--- src/design/q4bdq_pkg.sv ---
package q4bdq_pkg;

  localparam int FIELD_LANES = 8;
  localparam int NIB_W = 4;
  localparam int WEIGHT_W = 5;
  localparam int ACT_W = 16;
  localparam int SCALE_W = 16;
  localparam int PROD_W = 20;
  localparam int DOT_W = 23;
  localparam int SCALED_W = DOT_W + SCALE_W;
  localparam int SCALE_SHIFT = 12;
  localparam int TERM_W = SCALED_W - SCALE_SHIFT;
  localparam int ACC_W = 48;
  localparam logic signed [WEIGHT_W-1:0] WEIGHT_OFFSET = 5'sd8;

  typedef struct packed {
    logic [31:0]              weight_nibbles;
    logic signed [ACT_W-1:0]  act_0;
    logic signed [ACT_W-1:0]  act_1;
    logic signed [ACT_W-1:0]  act_2;
    logic signed [ACT_W-1:0]  act_3;
    logic signed [ACT_W-1:0]  act_4;
    logic signed [ACT_W-1:0]  act_5;
    logic signed [ACT_W-1:0]  act_6;
    logic signed [ACT_W-1:0]  act_7;
    logic signed [SCALE_W-1:0] block_scale;
    logic                     last_of_row;
  } item_t;

  typedef struct packed {
    logic signed [ACC_W-1:0] row_sum;
    logic                    overflow;
  } result_t;

  function automatic logic signed [ACT_W-1:0] act_of(input item_t it, input int k);
    logic signed [ACT_W-1:0] a;
    case (k)
      0: a = it.act_0;
      1: a = it.act_1;
      2: a = it.act_2;
      3: a = it.act_3;
      4: a = it.act_4;
      5: a = it.act_5;
      6: a = it.act_6;
      7: a = it.act_7;
      default: a = '0;
    endcase
    return a;
  endfunction

endpackage

--- src/design/q4bdq_lane.sv ---
module q4bdq_lane (
  input  logic                                  clk,
  input  logic                                  en,
  input  logic [q4bdq_pkg::NIB_W-1:0]           nibble,
  input  logic signed [q4bdq_pkg::ACT_W-1:0]    act,
  output logic signed [q4bdq_pkg::PROD_W-1:0]   prod
);

  logic signed [q4bdq_pkg::WEIGHT_W-1:0] weight;
  logic signed [q4bdq_pkg::PROD_W-1:0]   full;

  assign weight = $signed({1'b0, nibble}) - q4bdq_pkg::WEIGHT_OFFSET;
  assign full = weight * act;

  always_ff @(posedge clk) begin
    if (en) begin
      prod <= full;
    end
  end

endmodule

--- src/design/q4bdq_merge.sv ---
module q4bdq_merge #(
  parameter int NLANES = 8
) (
  input  logic                                  clk,
  input  logic                                  en,
  input  logic signed [q4bdq_pkg::PROD_W-1:0]   prod [NLANES],
  input  logic signed [q4bdq_pkg::SCALE_W-1:0]  scale,
  output logic signed [q4bdq_pkg::TERM_W-1:0]   term
);

  logic signed [q4bdq_pkg::DOT_W-1:0]    dot_next;
  logic signed [q4bdq_pkg::DOT_W-1:0]    dot;
  logic signed [q4bdq_pkg::SCALE_W-1:0]  scale_q;
  logic signed [q4bdq_pkg::SCALED_W-1:0] scaled;

  always_comb begin
    dot_next = '0;
    for (int k = 0; k < NLANES; k++) begin
      dot_next = dot_next + q4bdq_pkg::DOT_W'(prod[k]);
    end
  end

  assign scaled = dot * scale_q;

  always_ff @(posedge clk) begin
    if (en) begin
      dot     <= dot_next;
      scale_q <= scale;
      term    <= scaled[q4bdq_pkg::SCALED_W-1:q4bdq_pkg::SCALE_SHIFT];
    end
  end

endmodule

--- src/design/q4_block_dequant_dot_product_top.sv ---
// Q4 block dot product. Each transaction on the item channel carries eight
// packed 4-bit weights, eight Q8.8 activations, the Q4.12 block scale and
// a row-end mark. The lanes form (nibble - 8) * activation, the merge stage
// sums them, applies the scale and shifts right by 12, and the result is
// added into a 48-bit saturating row accumulator.
// A transaction on the result channel appears only for an item with
// last_of_row set; it carries the row sum and the sticky overflow flag,
// and the accumulator and flag clear behind it.
// Throughput: one item per cycle unless the pipeline holds for a stalled
// receiver; the pipeline is lane products, lane sum, scale multiply and
// accumulate, each one register deep.
// When the result register is full and the receiver stalls, the whole
// pipeline holds and item_stall is raised; the held result does not change.
// Reset clears all valid bits, the accumulator and the overflow flag.
module q4_block_dequant_dot_product_top #(
  parameter int LANES = 8
) (
  input  logic                clk,
  input  logic                rst,
  input  logic                item_valid,
  output logic                item_stall,
  input  q4bdq_pkg::item_t    item,
  output logic                result_valid,
  input  logic                result_stall,
  output q4bdq_pkg::result_t  result
);

  localparam int USED = (LANES < q4bdq_pkg::FIELD_LANES) ? LANES : q4bdq_pkg::FIELD_LANES;

  logic advance;
  logic take;
  logic s1_valid, s1_last;
  logic s2_valid, s2_last;
  logic s3_valid, s3_last;
  logic signed [q4bdq_pkg::SCALE_W-1:0] s1_scale;
  logic signed [q4bdq_pkg::PROD_W-1:0]  prod [USED];
  logic signed [q4bdq_pkg::TERM_W-1:0]  term;
  logic signed [q4bdq_pkg::ACC_W-1:0]   acc;
  logic                                 ovf_seen;
  logic signed [q4bdq_pkg::ACC_W:0]     sum_wide;
  logic signed [q4bdq_pkg::ACC_W-1:0]   acc_next;
  logic                                 sat_hit;

  assign advance    = !(result_valid && result_stall);
  assign item_stall = !advance;
  assign take       = item_valid && advance;

  for (genvar k = 0; k < USED; k++) begin : g_lane
    q4bdq_lane u_lane (
      .clk    (clk),
      .en     (advance),
      .nibble (item.weight_nibbles[q4bdq_pkg::NIB_W*k +: q4bdq_pkg::NIB_W]),
      .act    (q4bdq_pkg::act_of(item, k)),
      .prod   (prod[k])
    );
  end

  q4bdq_merge #(
    .NLANES (USED)
  ) u_merge (
    .clk   (clk),
    .en    (advance),
    .prod  (prod),
    .scale (s1_scale),
    .term  (term)
  );

  assign sum_wide = {acc[q4bdq_pkg::ACC_W-1], acc} + (q4bdq_pkg::ACC_W+1)'(term);
  assign sat_hit  = sum_wide[q4bdq_pkg::ACC_W] != sum_wide[q4bdq_pkg::ACC_W-1];

  always_comb begin
    if (!sat_hit) begin
      acc_next = sum_wide[q4bdq_pkg::ACC_W-1:0];
    end else if (sum_wide[q4bdq_pkg::ACC_W]) begin
      acc_next = {1'b1, {(q4bdq_pkg::ACC_W-1){1'b0}}};
    end else begin
      acc_next = {1'b0, {(q4bdq_pkg::ACC_W-1){1'b1}}};
    end
  end

  always_ff @(posedge clk) begin
    if (advance) begin
      s1_scale <= item.block_scale;
      s1_last  <= item.last_of_row;
      s2_last  <= s1_last;
      s3_last  <= s2_last;
      if (s3_valid && s3_last) begin
        result.row_sum  <= acc_next;
        result.overflow <= ovf_seen || sat_hit;
      end
    end
  end

  always_ff @(posedge clk) begin
    if (rst) begin
      s1_valid     <= 1'b0;
      s2_valid     <= 1'b0;
      s3_valid     <= 1'b0;
      result_valid <= 1'b0;
      acc          <= '0;
      ovf_seen     <= 1'b0;
    end else if (advance) begin
      s1_valid     <= take;
      s2_valid     <= s1_valid;
      s3_valid     <= s2_valid;
      result_valid <= s3_valid && s3_last;
      if (s3_valid) begin
        if (s3_last) begin
          acc      <= '0;
          ovf_seen <= 1'b0;
        end else begin
          acc      <= acc_next;
          ovf_seen <= ovf_seen || sat_hit;
        end
      end
    end
  end

  a_row_clears: assert property (@(posedge clk) disable iff (rst)
    (advance && s3_valid && s3_last) |=> (acc == '0 && !ovf_seen))
    else $error("row state not cleared after row end");

  a_sat_sticky: assert property (@(posedge clk) disable iff (rst)
    (advance && s3_valid && sat_hit) |=> (ovf_seen || result.overflow))
    else $error("saturation did not set the overflow flag");

  a_result_source: assert property (@(posedge clk) disable iff (rst)
    $rose(result_valid) |-> $past(s3_valid && s3_last))
    else $error("result raised without a row-end item");

endmodule
--- config.mk ---
export PLATFORM = sky130hd
export DESIGN_NAME = q4_block_dequant_dot_product_top
export DESIGN_NICKNAME = d
export VERILOG_FILES = /design/src/design/q4bdq_pkg.sv /design/src/design/q4bdq_lane.sv /design/src/design/q4bdq_merge.sv /design/src/design/q4_block_dequant_dot_product_top.sv
export SDC_FILE = /design/constraint.sdc
export NUM_CORES = 2
export LEC_CHECK = 0
export BUFFER_PORTS_ARGS = -buffer_cell sky130_fd_sc_hd__buf_2
export CELL_PAD_IN_SITES_DETAIL_PLACEMENT = 0
export CELL_PAD_IN_SITES_GLOBAL_PLACEMENT = 1
export CORE_MARGIN = 2
export CORE_UTILIZATION = 41
export CTS_CLUSTER_DIAMETER = 30
export DETAILED_ROUTE_END_ITERATION = 6
export PLACE_DENSITY_LB_ADDON = 0.1
export SYNTH_ARGS = -nofsm -noshare
export SYNTH_HDL_FRONTEND = slang
export SYNTH_SLANG_ARGS = --single-unit
--- constraint.sdc ---
create_clock -name clk -period 10.6 [get_ports clk]
set_input_delay 0.53 -clock clk [delete_from_list [all_inputs] [get_ports clk]]
set_output_delay 0.53 -clock clk [all_outputs]
set_load 0.02 [all_outputs]
==> results.ini <==
[run_status]
status = complete, no violations

[drt]
wl_um = 124200
drt-pass1-iter-count = 5
wl_per_cell_um = 17.17
ant_nets = 0
drtIter0Drc = 1651
drcViolationCount = 0
vias = 35580
viasPerCell = 4.917

[synthesis]
async_flop_share_pct = 0
ys.flop_type = edfxtp_1
synth_cell_types = 84
synth_common_cells = 1094 x inv_1, 850 x fa_1, 563 x nand2_1
synth.most_common_cell = inv_1
yosys-top-cells-area = fa_1 33%, edfxtp_1 17%, ha_1 11%
synth_top_area_share_pct = 33.05
syn_area_per_cell_um2 = 9.679
synth_warnings = 0
synth_edf_count = 294
ys_seq_area_share_pct = 19.21
yosysTopAreaCell = fa_1
synth_seq_cells = 347
synth_cells = 5319
syn-cell-area_mm2 = 0.05148
syn_nets = 6812

[final_layout]
final_layout_size_suffix_gt1_share_pct = 9.334
synthToLayoutAreaGrowth_pct = 11.57
finalNetCount = 6999
fin_cells = 7237

[critical_path]
path_cells = nand2_1 -> fa_1 -> inv_1 -> fa_1 -> inv_1 -> fa_1 -> inv_1 -> fa_1 -> fa_1 -> inv_1 -> fa_1 -> inv_1 -> ha_1 -> and3_1 -> a41oi_1 -> a311o_1 -> o311ai_0 -> a31oi_1 -> o21bai_1 -> a21oi_1 -> xnor2_1
r2r_end = u_merge.term[16]
r2r_slack_ns = 3.24
r2r_cells = 21
cp_max_fo = 23
critPathKind = flop to flop
slowest_delay_ns = 0.94
critPathRequiredTime_ns = 11.00
worst_path_most_repeated_cell = fa_1
crit_arrival_ns = 7.76
start_kind = flop
crit_slowest_cell = edfxtp_1
endpoint_kind = flop
worstReg2RegStart = u_merge.scale_q[1]

[floorplanning]
core_area_mm2 = 0.1251
die_w_um = 358.4
die_h_um = 358.4
dieArea_mm2 = 0.1284
start_util_pct = 41.16
boundaryPins = 232
rows = 130

[timing]
max_freq_ghz = 0.1360
drv_slew = 0
post-route-min-period_ns = 7.355
fin_crit_sh_pct = 69.39
worstMarginPinSlew_ns = 1.074
final_hold_viol_count = 0
setup-tns-final_ns = 0
grt_setup_unrepaired = false
finalSetupViolations = 0
max_slew_margin_pct = 28.39
fin_worst_skew_ns = 0.04923

[grt]
grt_max_degree = 82
gr-total-overflow = 0
antenna_found_initial = 17
track_usage_pct = 20.23
grt_pass1_vias = 38160
grt_pass1_wl_um = 206000

[clock_tree]
post-cts-setup-buffers = 0
htreeDepth = 3
cts_buffers = 91
clockBufferDepth = 3
clock_latency_ns = 0.67
cts.sinks = 347
tritoncts = yes
root_buffer = clkbuf_16
cts_resized = 0
clkSlewWorstSetupHoldPaths_ns = 0.04
cts_hold_buffers = 1

[min_path]
worstHoldStart = item[11]
hp-class = primary input to flop
min_to = s1_scale[10]
min_path_cells = 1

[placed_design]
gp_congestion = 0.8196
post-place-cells = 7062
dp_hpwl_um = 101100
port_buffers = 231

[run]
max_cap_viol_count = 0

-- critical path, delay by kind of cell (launching register included) --
kind,cells,cell delay [ns]
compound gates,6,1.95
simple gates,2,0.38
flops,1,0.94
fa+ha+maj,7,3.43
buf+inv,5,0.27
xor+xnor,1,0.13
-- per-stage QoR --
step                hold slack (ns)  worst slack (ns)  cell area [um^2]  util (%)
floorplan                    0.4003             2.751             51480         -
global route                0.03080             2.885             57440     45.92
detailed placement           0.4052             3.281             54200     43.33
CTS                         0.01911             3.257             57420     45.91
finish                      0.06232             3.245             57440     45.92
global placement             0.4001             3.315             54200     43.33
-- cell usage in the layout (no fill, tap or decap), drive strengths merged, types with 101 or more instances in the layout --
| cell | instances |
|---|---|
| xnor2 | 202 |
| and2 | 441 |
| o21ai | 149 |
| clkbuf | 101 |
| nand2 | 563 |
| nor2 | 169 |
| a21oi | 151 |
| or2 | 110 |
| ha | 462 |
| inv | 1100 |
| fa | 850 |
| edfxtp | 294 |
| buf | 242 |
-- worst max path at each step --
stage | from | endpoint | slack (ns) | cells after the start
floorplan | result_stall | result[0] | 2.75 | 4
global placement | u_merge.scale_q[1] | u_merge.term[24] | 3.31 | 23
detailed placement | u_merge.scale_q[1] | u_merge.term[24] | 3.28 | 23
CTS | u_merge.scale_q[15] | u_merge.term[24] | 3.26 | 21
global route | u_merge.scale_q[2] | u_merge.term[16] | 2.88 | 21
finish | u_merge.scale_q[1] | u_merge.term[16] | 3.24 | 21
-- layer usage --
layer | share of wire [%] | vias to the layer above | track usage [%] | routed length (um)
li1 | - | 17170 | - | -
met1 | 46 | 17830 | 26.97 | 56730
met2 | 50 | 459 | 35.55 | 61950
met3 | 2.9 | 130 | 2.228 | 3584
met4 | 1.6 | 0 | 4.042 | 1963
met5 | 0 | - | 0 | 0
-- sequential cells by signal (all words and copies together), names as in the netlist --
signal / flops
s3_last: 1
result: 49
ovf_seen: 1
s1_scale: 16
g_lane.u_lane.prod: 160
s1_valid: 1
u_merge.scale_q: 16
s3_valid: 1
s2_last: 1
u_merge.term: 27
u_merge.dot: 23
acc: 48
result_valid: 1
s2_valid: 1
s1_last: 1
-- kinds of logic after synthesis --
| kind of cell | share of synthesized area, % |
|---|---|
| adders and majority gates | 44.28 |
| AOI/OAI and AO/OA | 7.867 |
| DFF | 19.21 |
| and+or+nand+nor | 15.13 |
| xor gates and xnor gates | 4.338 |
| buffers and inverters | 9.170 |
-- layout make-up --
class,count,area [um^2]
fillers,12180,67650
multi-input cells,3728,36890
flip-flops and latches,347,9889
inverters,1095,4110
clock buffers,101,2335
well taps,1650,2064
repair buffers,243,1249
clock inverters,68,882.1
diodes,5,12.51
Power is left out: the tool's default activity adds up to more than one toggle a clock period on the data nets, which glitch-free logic cannot reach.
